$ cat config.mk
export PLATFORM = sky130hd
export DESIGN_NAME = job_deque_with_dedup_retry_flat
export DESIGN_NICKNAME = d
export VERILOG_FILES = /design/src/rtl/jdq_pkg.sv /design/src/rtl/jdq_in_if.sv /design/src/rtl/jdq_out_if.sv /design/src/rtl/jdq_slot_ram.sv /design/src/rtl/jdq_core.sv /design/src/rtl/job_deque_with_dedup_retry.sv /design/src/flat_wrapper.sv
export SDC_FILE = /design/constraint.sdc
export NUM_CORES = 1
export LEC_CHECK = 0
export ABC_AREA = 1
export BUFFER_PORTS_ARGS = -buffer_cell sky130_fd_sc_hd__buf_2
export CORE_ASPECT_RATIO = 2
export CORE_MARGIN = 2
export CORE_UTILIZATION = 45
export CTS_BUF_LIST = sky130_fd_sc_hd__clkbuf_4 sky130_fd_sc_hd__clkbuf_8 sky130_fd_sc_hd__clkbuf_16
export DETAILED_ROUTE_END_ITERATION = 10
export GPL_TIMING_DRIVEN = 1
export SLEW_MARGIN = 30
export SYNTH_ARGS = -nofsm -noshare
export SYNTH_HDL_FRONTEND = slang
export SYNTH_HIERARCHICAL = 1
export SYNTH_SLANG_ARGS = --single-unit
$ cat constraint.sdc
create_clock -name clk -period 9.4 [get_ports clk]
set_clock_uncertainty 0.05 [all_clocks]
set_input_delay 1.88 -clock clk [delete_from_list [all_inputs] [get_ports clk]]
set_output_delay 1.88 -clock clk [all_outputs]
set_load 0.05 [all_outputs]
$ cat src/rtl/jdq_pkg.sv
// Shared constants, types and index helpers for the job deque.
// Used by every file of the job deque; depends on nothing.
`default_nettype none

package jdq_pkg;

  // Sizing of the deque and of the stored tag
  localparam int QUEUE_DEPTH = 32;
  localparam int TAG_BITS    = 16;

  // Fixed widths of the channel fields
  localparam int OPCODE_W = 3;
  localparam int TAG_W    = 16;
  localparam int STATUS_W = 3;
  localparam int KIND_W   = 2;
  localparam int ENTRY_W  = 6;

  // Derived widths
  localparam int IDX_W  = (QUEUE_DEPTH > 1) ? $clog2(QUEUE_DEPTH) : 1;
  localparam int CNT_W  = $clog2(QUEUE_DEPTH + 1);
  localparam int KEEP_W = (TAG_BITS < TAG_W) ? TAG_BITS : TAG_W;

  typedef enum logic [OPCODE_W-1:0] {
    OP_PUSH_GEN  = 3'd0,
    OP_PUSH_URG  = 3'd1,
    OP_PUSH_SYNC = 3'd2,
    OP_DEQUEUE   = 3'd3,
    OP_COMPLETE  = 3'd4
  } opcode_t;

  typedef enum logic [STATUS_W-1:0] {
    ST_OK       = 3'd0,
    ST_DUP      = 3'd1,
    ST_FULL     = 3'd2,
    ST_EMPTY    = 3'd3,
    ST_PAUSED   = 3'd4,
    ST_INVALID  = 3'd5,
    ST_SEQ_ERR  = 3'd6
  } status_t;

  typedef enum logic [KIND_W-1:0] {
    KIND_GENERIC = 2'd0,
    KIND_URGENT  = 2'd1,
    KIND_SYNC    = 2'd2
  } kind_t;

  // One deque entry
  typedef struct packed {
    logic [KIND_W-1:0] kind;
    logic [KEEP_W-1:0] tag;
  } slot_t;

  // One result item as it leaves the core
  typedef struct packed {
    logic [STATUS_W-1:0] status;
    logic [TAG_W-1:0]    out_tag;
    logic [KIND_W-1:0]   out_kind;
    logic                requeued;
    logic                release_res;
    logic [ENTRY_W-1:0]  entry_count;
    logic                urgent_pending;
    logic                sync_pending;
  } result_t;

  // Circular index step forward
  function automatic logic [IDX_W-1:0] idx_next(input logic [IDX_W-1:0] i);
    return (i == IDX_W'(QUEUE_DEPTH - 1)) ? '0 : IDX_W'(i + 1'b1);
  endfunction

  // Circular index step back
  function automatic logic [IDX_W-1:0] idx_prev(input logic [IDX_W-1:0] i);
    return (i == '0) ? IDX_W'(QUEUE_DEPTH - 1) : IDX_W'(i - 1'b1);
  endfunction

endpackage

`default_nettype wire

$ cat src/rtl/jdq_in_if.sv
// Input channel of the job deque: valid/ready plus one operation.
// Depends on jdq_pkg for field widths.
`default_nettype none

interface jdq_in_if;
  logic                          valid;
  logic                          ready;
  logic [jdq_pkg::OPCODE_W-1:0]  opcode;
  logic [jdq_pkg::TAG_W-1:0]     job_tag;
  logic                          retry;

  modport source (output valid, opcode, job_tag, retry, input ready);
  modport sink   (input valid, opcode, job_tag, retry, output ready);
endinterface

`default_nettype wire

$ cat src/rtl/jdq_out_if.sv
// Result channel of the job deque: valid/ready plus one result item.
// Depends on jdq_pkg for field widths.
`default_nettype none

interface jdq_out_if;
  logic                          valid;
  logic                          ready;
  logic [jdq_pkg::STATUS_W-1:0]  status;
  logic [jdq_pkg::TAG_W-1:0]     out_tag;
  logic [jdq_pkg::KIND_W-1:0]    out_kind;
  logic                          requeued;
  logic                          release_res;
  logic [jdq_pkg::ENTRY_W-1:0]   entry_count;
  logic                          urgent_pending;
  logic                          sync_pending;

  modport source (output valid, status, out_tag, out_kind, requeued, release_res,
                  entry_count, urgent_pending, sync_pending, input ready);
  modport sink   (input valid, status, out_tag, out_kind, requeued, release_res,
                  entry_count, urgent_pending, sync_pending, output ready);
endinterface

`default_nettype wire

$ cat src/rtl/jdq_slot_ram.sv
// Slot store of the deque: one write port, one registered read port.
// Depends on jdq_pkg for the entry type and depth.
`default_nettype none

module jdq_slot_ram (
  input  wire logic                      clk,
  input  wire logic                      we,
  input  wire logic [jdq_pkg::IDX_W-1:0] waddr,
  input  wire jdq_pkg::slot_t            wdata,
  input  wire logic [jdq_pkg::IDX_W-1:0] raddr,
  output jdq_pkg::slot_t                 rdata
);

  jdq_pkg::slot_t mem [jdq_pkg::QUEUE_DEPTH];
  jdq_pkg::slot_t rdata_r;

  // Write the addressed entry
  always_ff @(posedge clk) begin
    if (we) begin
      mem[waddr] <= wdata;
    end
  end

  // Register the read, forwarding a same-cycle write to the read address
  always_ff @(posedge clk) begin
    if (we && (waddr == raddr)) begin
      rdata_r <= wdata;
    end else begin
      rdata_r <= mem[raddr];
    end
  end

  assign rdata = rdata_r;

endmodule

`default_nettype wire

$ cat src/rtl/jdq_core.sv
// Deque state, operation decode and result formation for one operation.
// Depends on jdq_pkg and instantiates jdq_slot_ram.
`default_nettype none

module jdq_core (
  input  wire logic                         clk,
  input  wire logic                         rst_n,
  input  wire logic                         cfg_we,
  input  wire logic                         cfg_wdata,
  input  wire logic                         fire,
  input  wire logic [jdq_pkg::OPCODE_W-1:0] opcode,
  input  wire logic [jdq_pkg::TAG_W-1:0]    job_tag,
  input  wire logic                         retry,
  output jdq_pkg::result_t                  res
);

  logic [jdq_pkg::IDX_W-1:0] head_r, head_nxt;
  logic [jdq_pkg::IDX_W-1:0] tail_r, tail_nxt;
  logic [jdq_pkg::CNT_W-1:0] count_r, count_nxt;
  logic                      urg_r, urg_nxt;
  logic                      sync_r, sync_nxt;
  logic                      infl_v_r, infl_v_nxt;
  jdq_pkg::slot_t            infl_r, infl_nxt;
  logic                      svc_r;

  logic                      full;
  logic                      wr_en;
  logic [jdq_pkg::IDX_W-1:0] wr_addr;
  jdq_pkg::slot_t            wr_data;
  jdq_pkg::slot_t            head_data;
  logic [jdq_pkg::IDX_W-1:0] rd_addr;
  logic [jdq_pkg::KEEP_W-1:0] tag_keep;
  jdq_pkg::status_t          status;
  logic [jdq_pkg::TAG_W-1:0] otag;
  logic [jdq_pkg::KIND_W-1:0] okind;
  logic                      req;
  logic                      rel;

  assign full     = (count_r == jdq_pkg::CNT_W'(jdq_pkg::QUEUE_DEPTH));
  assign tag_keep = jdq_pkg::KEEP_W'(job_tag);

  // Decode one operation into next state, a slot write and a result
  always_comb begin
    head_nxt   = head_r;
    tail_nxt   = tail_r;
    count_nxt  = count_r;
    urg_nxt    = urg_r;
    sync_nxt   = sync_r;
    infl_v_nxt = infl_v_r;
    infl_nxt   = infl_r;
    wr_en      = 1'b0;
    wr_addr    = tail_r;
    wr_data    = '{kind: jdq_pkg::KIND_GENERIC, tag: tag_keep};
    status     = jdq_pkg::ST_OK;
    otag       = '0;
    okind      = '0;
    req        = 1'b0;
    rel        = 1'b0;
    case (jdq_pkg::opcode_t'(opcode))
      jdq_pkg::OP_PUSH_GEN: begin
        if (tag_keep == '0) begin
          status = jdq_pkg::ST_INVALID;
        end else if (full) begin
          status = jdq_pkg::ST_FULL;
        end else begin
          wr_en     = 1'b1;
          tail_nxt  = jdq_pkg::idx_next(tail_r);
          count_nxt = count_r + 1'b1;
        end
      end
      jdq_pkg::OP_PUSH_URG: begin
        if (urg_r) begin
          status = jdq_pkg::ST_DUP;
        end else if (full) begin
          status = jdq_pkg::ST_FULL;
        end else begin
          wr_en     = 1'b1;
          wr_addr   = jdq_pkg::idx_prev(head_r);
          wr_data   = '{kind: jdq_pkg::KIND_URGENT, tag: '0};
          head_nxt  = jdq_pkg::idx_prev(head_r);
          count_nxt = count_r + 1'b1;
          urg_nxt   = 1'b1;
        end
      end
      jdq_pkg::OP_PUSH_SYNC: begin
        if (sync_r) begin
          status = jdq_pkg::ST_DUP;
        end else if (full) begin
          status = jdq_pkg::ST_FULL;
        end else begin
          wr_en     = 1'b1;
          wr_data   = '{kind: jdq_pkg::KIND_SYNC, tag: '0};
          tail_nxt  = jdq_pkg::idx_next(tail_r);
          count_nxt = count_r + 1'b1;
          sync_nxt  = 1'b1;
        end
      end
      jdq_pkg::OP_DEQUEUE: begin
        if (infl_v_r) begin
          status = jdq_pkg::ST_SEQ_ERR;
        end else if (!svc_r) begin
          status = jdq_pkg::ST_PAUSED;
        end else if (count_r == '0) begin
          status = jdq_pkg::ST_EMPTY;
        end else begin
          infl_nxt   = head_data;
          infl_v_nxt = 1'b1;
          head_nxt   = jdq_pkg::idx_next(head_r);
          count_nxt  = count_r - 1'b1;
          otag       = jdq_pkg::TAG_W'(head_data.tag);
          okind      = head_data.kind;
        end
      end
      jdq_pkg::OP_COMPLETE: begin
        if (!infl_v_r) begin
          status = jdq_pkg::ST_SEQ_ERR;
        end else begin
          infl_v_nxt = 1'b0;
          otag       = jdq_pkg::TAG_W'(infl_r.tag);
          okind      = infl_r.kind;
          if (retry && !full) begin
            // Requeue: urgent at the head, anything else at the tail
            wr_en     = 1'b1;
            wr_data   = infl_r;
            count_nxt = count_r + 1'b1;
            req       = 1'b1;
            if (infl_r.kind == jdq_pkg::KIND_URGENT) begin
              wr_addr  = jdq_pkg::idx_prev(head_r);
              head_nxt = jdq_pkg::idx_prev(head_r);
            end else begin
              tail_nxt = jdq_pkg::idx_next(tail_r);
            end
          end else begin
            // Finished or could not requeue: drop the pending flag
            rel = 1'b1;
            if (infl_r.kind == jdq_pkg::KIND_URGENT) begin
              urg_nxt = 1'b0;
            end else if (infl_r.kind == jdq_pkg::KIND_SYNC) begin
              sync_nxt = 1'b0;
            end
          end
        end
      end
      default: begin
        status = jdq_pkg::ST_SEQ_ERR;
      end
    endcase
  end

  // Form the result item
  always_comb begin
    res.status         = status;
    res.out_tag        = otag;
    res.out_kind       = okind;
    res.requeued       = req;
    res.release_res    = rel;
    res.entry_count    = jdq_pkg::ENTRY_W'(count_nxt);
    res.urgent_pending = urg_nxt;
    res.sync_pending   = sync_nxt;
  end

  // Advance the control state on each processed operation
  always_ff @(posedge clk) begin
    if (!rst_n) begin
      head_r   <= '0;
      tail_r   <= '0;
      count_r  <= '0;
      urg_r    <= 1'b0;
      sync_r   <= 1'b0;
      infl_v_r <= 1'b0;
      infl_r   <= '0;
    end else if (fire) begin
      head_r   <= head_nxt;
      tail_r   <= tail_nxt;
      count_r  <= count_nxt;
      urg_r    <= urg_nxt;
      sync_r   <= sync_nxt;
      infl_v_r <= infl_v_nxt;
      infl_r   <= infl_nxt;
    end
  end

  // Hold the service enable register
  always_ff @(posedge clk) begin
    if (!rst_n) begin
      svc_r <= 1'b0;
    end else if (cfg_we) begin
      svc_r <= cfg_wdata;
    end
  end

  // Keep the read port pointed at the head the next operation will see
  assign rd_addr = fire ? head_nxt : head_r;

  jdq_slot_ram u_slot_ram (
    .clk   (clk),
    .we    (fire && wr_en),
    .waddr (wr_addr),
    .wdata (wr_data),
    .raddr (rd_addr),
    .rdata (head_data)
  );

endmodule

`default_nettype wire

$ cat src/rtl/job_deque_with_dedup_retry.sv
// Top level of the job deque: input register, core and result register.
// Depends on jdq_pkg, jdq_in_if, jdq_out_if and jdq_core.
//
//  channel | direction | transfer when          | payload
//  in_ch   | in        | valid && ready         | opcode, job_tag, retry
//  out_ch  | out       | valid && ready         | status, out_tag, out_kind, requeued,
//          |           |                        | release_res, entry_count, pending flags
//  cfg     | in        | cfg_we high            | cfg_wdata (service enable)
//
// One operation per cycle sustained while results are taken; a result is offered
// once its input has passed the input register, the core and the result register.
// The head entry is prefetched from the slot store, so dequeue never waits on a read.
// Synchronous reset on rst_n clears pointers, count, flags and the in-flight slot.
// A stalled result holds the result register; the input register takes a new
// operation whenever the result register moves or is empty.
`default_nettype none

module job_deque_with_dedup_retry (
  input  wire logic  clk,
  input  wire logic  rst_n,
  jdq_in_if.sink     in_ch,
  jdq_out_if.source  out_ch,
  input  wire logic  cfg_we,
  input  wire logic  cfg_wdata
);

  logic                         in_valid_r;
  logic [jdq_pkg::OPCODE_W-1:0] in_opcode_r;
  logic [jdq_pkg::TAG_W-1:0]    in_tag_r;
  logic                         in_retry_r;
  logic                         out_valid_r;
  jdq_pkg::result_t             out_r;
  jdq_pkg::result_t             core_res;
  logic                         fire;
  logic                         in_ready;

  // Process the held operation when the result register can take it
  assign fire     = in_valid_r && (!out_valid_r || out_ch.ready);
  assign in_ready = !in_valid_r || fire;
  assign in_ch.ready = in_ready;

  // Input register
  always_ff @(posedge clk) begin
    if (!rst_n) begin
      in_valid_r <= 1'b0;
    end else if (in_ready) begin
      in_valid_r <= in_ch.valid;
    end
  end

  always_ff @(posedge clk) begin
    if (in_ready && in_ch.valid) begin
      in_opcode_r <= in_ch.opcode;
      in_tag_r    <= in_ch.job_tag;
      in_retry_r  <= in_ch.retry;
    end
  end

  jdq_core u_core (
    .clk       (clk),
    .rst_n     (rst_n),
    .cfg_we    (cfg_we),
    .cfg_wdata (cfg_wdata),
    .fire      (fire),
    .opcode    (in_opcode_r),
    .job_tag   (in_tag_r),
    .retry     (in_retry_r),
    .res       (core_res)
  );

  // Result register
  always_ff @(posedge clk) begin
    if (!rst_n) begin
      out_valid_r <= 1'b0;
    end else if (fire) begin
      out_valid_r <= 1'b1;
    end else if (out_ch.ready) begin
      out_valid_r <= 1'b0;
    end
  end

  always_ff @(posedge clk) begin
    if (fire) begin
      out_r <= core_res;
    end
  end

  assign out_ch.valid          = out_valid_r;
  assign out_ch.status         = out_r.status;
  assign out_ch.out_tag        = out_r.out_tag;
  assign out_ch.out_kind       = out_r.out_kind;
  assign out_ch.requeued       = out_r.requeued;
  assign out_ch.release_res    = out_r.release_res;
  assign out_ch.entry_count    = out_r.entry_count;
  assign out_ch.urgent_pending = out_r.urgent_pending;
  assign out_ch.sync_pending   = out_r.sync_pending;

  // Input side only backs up while a full input register waits on a stalled result
  a_ready_backpressure: assert property (@(posedge clk) disable iff (!rst_n)
    !in_ready |-> (in_valid_r && out_valid_r && !out_ch.ready))
    else $error("input stalled without a stalled result");

  // A job is either requeued or released, never both
  a_req_rel_exclusive: assert property (@(posedge clk) disable iff (!rst_n)
    out_valid_r |-> !(out_r.requeued && out_r.release_res))
    else $error("requeued and release_res both set");

  // Refused operations carry no job
  a_refused_no_job: assert property (@(posedge clk) disable iff (!rst_n)
    (out_valid_r && (out_r.status != jdq_pkg::ST_OK)) |->
      ((out_r.out_tag == '0) && (out_r.out_kind == '0) &&
       !out_r.requeued && !out_r.release_res))
    else $error("refused operation reports a job");

  // Queue occupancy never exceeds the depth
  a_count_bound: assert property (@(posedge clk) disable iff (!rst_n)
    out_valid_r |-> (out_r.entry_count <= jdq_pkg::ENTRY_W'(jdq_pkg::QUEUE_DEPTH)))
    else $error("entry count beyond queue depth");

endmodule

`default_nettype wire
$ cat src/flat_wrapper.sv
// flat-port wrapper written by rule: the top's interface ports become plain ports
module job_deque_with_dedup_retry_flat 
  (clk, rst_n, cfg_we, cfg_wdata, in_ch_valid, in_ch_opcode, in_ch_job_tag, in_ch_retry, in_ch_ready, out_ch_valid, out_ch_status, out_ch_out_tag, out_ch_out_kind, out_ch_requeued, out_ch_release_res, out_ch_entry_count, out_ch_urgent_pending, out_ch_sync_pending, out_ch_ready);
  jdq_in_if in_ch_i ();
  jdq_out_if out_ch_i ();
  input  wire logic clk;
  input  wire logic rst_n;
  input  wire logic cfg_we;
  input  wire logic cfg_wdata;
  input wire logic [$bits(in_ch_i.valid)-1:0] in_ch_valid;
  input wire logic [$bits(in_ch_i.opcode)-1:0] in_ch_opcode;
  input wire logic [$bits(in_ch_i.job_tag)-1:0] in_ch_job_tag;
  input wire logic [$bits(in_ch_i.retry)-1:0] in_ch_retry;
  output wire logic [$bits(in_ch_i.ready)-1:0] in_ch_ready;
  output wire logic [$bits(out_ch_i.valid)-1:0] out_ch_valid;
  output wire logic [$bits(out_ch_i.status)-1:0] out_ch_status;
  output wire logic [$bits(out_ch_i.out_tag)-1:0] out_ch_out_tag;
  output wire logic [$bits(out_ch_i.out_kind)-1:0] out_ch_out_kind;
  output wire logic [$bits(out_ch_i.requeued)-1:0] out_ch_requeued;
  output wire logic [$bits(out_ch_i.release_res)-1:0] out_ch_release_res;
  output wire logic [$bits(out_ch_i.entry_count)-1:0] out_ch_entry_count;
  output wire logic [$bits(out_ch_i.urgent_pending)-1:0] out_ch_urgent_pending;
  output wire logic [$bits(out_ch_i.sync_pending)-1:0] out_ch_sync_pending;
  input wire logic [$bits(out_ch_i.ready)-1:0] out_ch_ready;
  assign in_ch_i.valid = in_ch_valid;
  assign in_ch_i.opcode = in_ch_opcode;
  assign in_ch_i.job_tag = in_ch_job_tag;
  assign in_ch_i.retry = in_ch_retry;
  assign in_ch_ready = in_ch_i.ready;
  assign out_ch_valid = out_ch_i.valid;
  assign out_ch_status = out_ch_i.status;
  assign out_ch_out_tag = out_ch_i.out_tag;
  assign out_ch_out_kind = out_ch_i.out_kind;
  assign out_ch_requeued = out_ch_i.requeued;
  assign out_ch_release_res = out_ch_i.release_res;
  assign out_ch_entry_count = out_ch_i.entry_count;
  assign out_ch_urgent_pending = out_ch_i.urgent_pending;
  assign out_ch_sync_pending = out_ch_i.sync_pending;
  assign out_ch_i.ready = out_ch_ready;
  job_deque_with_dedup_retry u_core (.clk(clk), .rst_n(rst_n), .in_ch(in_ch_i), .out_ch(out_ch_i), .cfg_we(cfg_we), .cfg_wdata(cfg_wdata));
endmodule
==> impl_results.md, run 1 <==
- Outcome: finished, final reports clean
- Layout cells sized above 1: 0.1045
- Kind of critical path: in -> reg
- Post-synthesis cell type count: 36
- Worst reg2reg setup slack: 4650 ps
- First-pass GRT wire length: 111.1 mm
- Synth area leaders: edfxtp_1 67%, nand2_1 13%, nand3_1 8.4%, dfxtp_1 3.2%, o21ai_0 1.3%
- Top cells by count, synth: 947 x nand2_1, 627 x edfxtp_1, 473 x nand3_1
- Syn avg cell area: 10.96 um^2
- H-Tree Depth: 2
- Vias in the first global route: 17,380
- CTS tree: yes
- Worst-Margin Slew: 1044 ps
- Rel. slew slack: 0.3022
- Post-Syn Area: 0.02828 mm^2
- Setup_tns: 0 ps
- DRC Markers: 0
- P&R area growth vs syn: 10.23%
- Cts hold-fix bufs: 0
- Net Count, Synth: 2,614
- Cell area after layout: 0.03117 mm^2
- Leakage: 0.01141 uW
- Worst-path clk slew: 60 ps
- I/O Pins: 59
- Slew Viols, Final: 0
- Reg2reg path depth: 8
- Pin count of the biggest net entering global routing: 150
- Period utilization: 0.5924
- Detail Placement HPWL: 46.60 mm
- Worst flop-to-flop path endpoint: u_core/u_core/u_slot_ram/mem[7][3]$_DFFE_PP_
- Post-Route Utilization: 0.4990
- Startpoint types: primary input
- Congestion Overflow GR: 0
- FF+latch count, synth: 672
- Placed inst area: 0.02911 mm^2
- Max cap viols: 0
- Gr usage total: 0.2310
- Max Freq: 0.1796 GHz
- # rows: 130
- Data required time of the critical path: 9570 ps
- Clk root buf: clkbuf_16
- Ant diodes: 0
- Hold endpoint: u_core/u_core/tail_r[2]$_SDFFE_PN0P_
- Synth area leader: edfxtp_1
- Origin of the worst setup path: out_ch_ready
- Pwr dens: 198.1 mW/mm^2
- IR drop worst, VDD: 0.0002050 V
- Post-CTS setup buffer count: 0
- Die Y: 358.5 um
- Startpoint of the worst hold path: u_core/u_core/tail_r[2]$_SDFFE_PN0P_
- Initial antenna violation count: 0
- Layout Nets: 2,624
- Vias/cell: 5.530
- Final setup viols: 0
- Worst setup EP type: flip-flop
- Yosys Warn Count: 6
- Die Outline Area: 0.06498 mm^2
- Dpl ws: 3307 ps
- Via Count: 18,980
- CTS resizes: 0
- Port Buffers: 58
- Drt pass-1 iters: 6
- Routed Antenna Nets: 0
- Post-synth EDFFs: 627
- Routed len/inst: 22.15 um
- Number of buffers created by CTS: 59
- Placed cell count: 3,322
- Die X: 181.3 um
- GP Congestion: 0.9003
- Post-synth ARST share: 0
- Mapped Cells: 2,581
- Most instantiated library cell after synthesis: nand2_1
- Total core area: 0.06246 mm^2
- Worst setup margin: 3831 ps
- Fin crit period: 5569 ps
- Clock sink count: 672
- CP Data Arrival Time: 5740 ps
- Iteration-0 DRC Markers: 2,011
- Worst hold stages: 2
- Worst Hold Class: reg -> reg
- Clock Latency Late Sink: 610 ps
- RSZ-0062 raised after global routing: no
- Sequential area share after synthesis: 0.6977
- CTS Buffer Depth: 3
- Detailed Route WL: 76.02 mm
- Layout Cells excl Fill: 3,432
- Top_reg_cell synth: edfxtp_1
- Top-area cell type share of the netlist area: 0.6659
- Initial Util: 0.4527
- Largest fanout on the critical path: 45
- Hold Vio Cnt, Final: 0
- Reg2Reg Launch Point: u_core/u_core/infl_v_r$_SDFFE_PN0P_
report_power, final:
| part | internal (uW) | total [uW] | switching [uW] |
|---|---|---|---|
| Combinational | 70.3 | 361 | 290 |
| Sequential | 3310 | 3330 | 15.1 |
| Clock | 1420 | 2490 | 1060 |
how the worst max path moves through the flow:
stage | endpoint | slack, ps | depth (start not counted)
floorplan | u_core/u_core/u_slot_ram/mem[31][0]$_DFFE_PP_ | 3000 | 6
global placement | u_core/u_core/u_slot_ram/mem[20][0]$_DFFE_PP_ | 3350 | 8
detailed placement | u_core/u_core/u_slot_ram/mem[21][5]$_DFFE_PP_ | 3310 | 8
CTS | u_core/u_core/u_slot_ram/mem[0][8]$_DFFE_PP_ | 3910 | 8
global route | u_core/u_core/u_slot_ram/mem[10][6]$_DFFE_PP_ | 3750 | 8
finish | u_core/u_core/u_slot_ram/mem[7][3]$_DFFE_PP_ | 3830 | 8
worst max-delay path, cell delays in order:
cell,delay (ps)
buf_2,80
inv_1,80
a21oi_4,120
buf_4,490
clkinv_1,420
a21oi_1,650
nand3_1,880
nor2_2,1080
state kept, by name, indices dropped and copies added (netlist names), 2 cells and up, named ones only:
name                          cells
u_core/out_ch.status              3
u_core/out_ch.out_tag            16
u_core/out_ch.out_kind            2
u_core/u_core/infl_r             18
u_core/u_core/count_r             6
u_core/in_tag_r                  16
u_core/u_core/u_slot_ram/mem    576
u_core/u_core/head_r              5
u_core/out_ch.entry_count         6
u_core/in_opcode_r                3
u_core/u_core/tail_r              5
metrics by stage:
stage                     hold slack (ps)  power [uW]
after floorplan                     389.0        3593
after global placement              406.3        3747
after detailed placement            428.4        3750
after CTS                           438.5        6206
after global routing                456.6        6354
final                               435.2        6175
metal layers:
metal | GRT usage | share of wire
met1 | 0.3195 | 0.42
met2 | 0.3826 | 0.48
met3 | 0.02492 | 0.069
met4 | 0.07919 | 0.033
met5 | 0 | 0
cells in the final DEF (no fill, tap or decap), drive strengths merged:
master | Yosys | routed
nand2 | 954 | 954
edfxtp | 627 | 627
nand3 | 478 | 478
inv | 94 | 96
buf | 116 | 87
o21ai | 81 | 81
clkbuf | 22 | 77
nor2 | 76 | 76
a21oi | 52 | 52
dfxtp | 45 | 45
clkinv | 3 | 24
nor3 | 9 | 9
bufinv | 0 | 7
ha | 7 | 7
nand4 | 5 | 5
xor2 | 4 | 4
o22ai | 4 | 4
clkinvlp | 0 | 3
or2 | 2 | 2
o2111ai | 1 | 1
a211oi | 1 | 1
area by class of cell:
type | instances | area, um^2
clock inverters | 33 | 354.1
multi-input cells | 1674 | 7538
fillers | 5562 | 31290
inverters | 97 | 376.6
well taps | 792 | 991.0
clock buffers | 77 | 1642
repair buffers | 87 | 528.0
flip-flops and latches | 672 | 19740
cell families after synthesis:
logic type / after synthesis / share of synthesized area
AND/OR/NAND/NOR: 1524 / 0.2283
flip-flops: 672 / 0.6977
buffers and inverters: 235 / 0.04412
AO/OA/AOI/OAI: 139 / 0.02553
adder cells (fa/ha/maj): 7 / 0.003097
XOR/XNOR: 4 / 0.001239
(Power assumes the default switching activity.)
==> run 2, diff against run 1 <==
==> constraint.sdc (replaced) <==
create_clock -name clk -period 5.5 [get_ports clk]
set_clock_uncertainty 0.05 [all_clocks]
set_input_delay 1.1 -clock clk [delete_from_list [all_inputs] [get_ports clk]]
set_output_delay 1.1 -clock clk [all_outputs]
set_load 0.05 [all_outputs]
==> run 2 against run 1 <==
Worst hold slack worse by 17 ps. Wire length down 3.1%. Clock-buffer cell count unchanged. Register-to-register slack worse by 3400 ps. Critical path depth up 1. Worst setup slack worse by 2600 ps. Critical endpoint is now u_core/u_core/u_slot_ram/mem[20][15]$_DFFE_PP_. Largest cell class unchanged. Highest routed layer unchanged.
==> impl_results.md, run 2 (synthesis gave the netlist of run 1 again) <==
- Hold Vio Cnt, Final: 0
- Leakage: 0.01147 uW
- Die Y: 358.5 um
- Top flop regs: u_core/u_core/u_slot_ram/mem (576), u_core/u_core/infl_r (18)
- Die X: 181.3 um
- Clk root buf: clkbuf_16
- Largest fanout on the critical path: 22
- Data required time of the critical path: 5680 ps
- Final setup viols: 0
- Setup_tns: 0 ps
- Fin crit period: 4283 ps
- Vias in the first global route: 17,500
- Iteration-0 DRC Markers: 1,749
- CTS tree: yes
- Most frequent cells in the layout: 947 x nand2_1, 627 x edfxtp_1, 473 x nand3_1
- Kind of critical path: reg -> reg
- Worst setup EP type: flip-flop
- Worst reg2reg setup slack: 1220 ps
- DRC Markers: 0
- Vias/cell: 5.436
- CP Data Arrival Time: 4460 ps
- CTS resizes: 0
- Routed Antenna Nets: 0
- Post-CTS setup buffer count: 0
- Post-Route Utilization: 0.4995
- Clock sink count: 672
- First-pass GRT wire length: 109.1 mm
- Initial Util: 0.4527
- Congestion Overflow GR: 0
- I/O Pins: 59
- # rows: 130
- Worst-Margin Slew: 1081 ps
- Dpl ws: 1180 ps
- Largest Register: u_core/u_core/u_slot_ram/mem
- Detailed Route WL: 73.65 mm
- Max reg flops: 576
- Placed inst area: 0.02928 mm^2
- P&R area growth vs syn: 10.33%
- Max Freq: 0.2335 GHz
- Layout cells sized above 1: 0.1102
- Port Buffers: 58
- RSZ-0062 raised after global routing: no
- Layout Nets: 2,644
- Total core area: 0.06246 mm^2
- Cts hold-fix bufs: 0
- GP Congestion: 0.8859
- WHS: 418.0 ps
- Via Count: 18,770
- Period utilization: 0.7786
- H-Tree Depth: 2
- Reg2Reg Launch Point: u_core/u_core/count_r[0]$_SDFFE_PN0P_
- Reg2reg path depth: 9
- Rel. slew slack: 0.2796
- Commonest non-fill, non-tap cell in the layout: nand2_1
- Startpoint types: flip-flop
- Routed len/inst: 21.33 um
- Worst Hold Class: reg -> reg
- Outcome: finished, final reports clean
- Drt pass-1 iters: 5
- Worst-path clk slew: 70 ps
- Pwr dens: 330.9 mW/mm^2
- Hold endpoint: u_core/u_core/tail_r[3]$_SDFFE_PN0P_
- Pin count of the biggest net entering global routing: 187
- IR drop worst, VDD: 0.0002664 V
- Worst setup margin: 1217 ps
- Initial antenna violation count: 0
- Slew Viols, Final: 0
- Worst hold stages: 2
- Max cap viols: 0
- CTS Buffer Depth: 3
- Detail Placement HPWL: 44.15 mm
- Clock Latency Late Sink: 620 ps
- Gr usage total: 0.2230
- Startpoint of the worst hold path: u_core/u_core/tail_r[3]$_SDFFE_PN0P_
- Number of buffers created by CTS: 59
- Worst flop-to-flop path endpoint: u_core/u_core/u_slot_ram/mem[20][15]$_DFFE_PP_
- Die Outline Area: 0.06498 mm^2
- Cell area after layout: 0.03120 mm^2
## run 2: cell count changes in the layout (fill, tap and decap cells not counted), moves of 2 or more
cell,before,now
clkinv_2,6,11
bufinv_16,7,2
nand3_1,471,473
nor2_4,16,13
buf_4,26,46
buf_6,2,0
nor2_2,24,27
nand3_2,5,3
## run 2: power by group
group / switching (uW) / internal, uW / total [uW]
Sequential: 26.9 / 5660 / 5690
Combinational: 478 / 122 / 600
Clock: 1830 / 2210 / 4030
Total: 2330 / 7990 / 10300
## run 2: through the flow
step | std cells | total power (uW)
after floorplan | 2581 | 6141
after global placement | 3341 | 6384
after detailed placement | 3342 | 6392
after CTS | 3452 | 10380
after global routing | 3452 | 10610
final | 3453 | 10320
## run 2: layout make-up
class	instances	area, um^2
Antenna cell	1	2.502
Clock buffer	77	1648
Clock inverter	33	229.0
Fill cell	5657	31260
Inverter	97	376.6
Multi-Input combinational cell	1674	7506
Sequential cell	672	19740
Tap cell	792	991.0
Timing Repair Buffer	107	703.2
## run 2: how the worst max path moves through the flow
stage | end | startpoint
global placement | u_core/u_core/u_slot_ram/mem[31][0]$_DFFE_PP_ | out_ch_ready
global route | u_core/u_core/u_slot_ram/mem[12][13]$_DFFE_PP_ | u_core/u_core/count_r[0]$_SDFFE_PN0P_
CTS | u_core/u_core/u_slot_ram/mem[27][6]$_DFFE_PP_ | u_core/u_core/count_r[0]$_SDFFE_PN0P_
finish | u_core/u_core/u_slot_ram/mem[20][15]$_DFFE_PP_ | u_core/u_core/count_r[0]$_SDFFE_PN0P_
floorplan | u_core/u_core/u_slot_ram/mem[31][0]$_DFFE_PP_ | out_ch_ready
detailed placement | u_core/u_core/u_slot_ram/mem[27][5]$_DFFE_PP_ | out_ch_ready
## run 2: critical path: stages (launching register included)
cell and delay (ps):
dfxtp_1 420, inv_1 90, ha_1 280, nand3_4 150, nand3_4 330, nand2_2 240
inv_2 150, a21oi_1 430, nand3_1 750, nor2_2 990
## run 2: metal layers
| layer | track usage | routed length [um] | vias to the layer above |
|---|---|---|---|
| met3 | 0.02310 | 4219 | 126 |
| met1 | 0.3083 | 31370 | 9085 |
| met5 | 0 | 0 | - |
| met4 | 0.07805 | 2449 | 0 |
| li1 | - | - | 8933 |
| met2 | 0.3700 | 35610 | 626 |
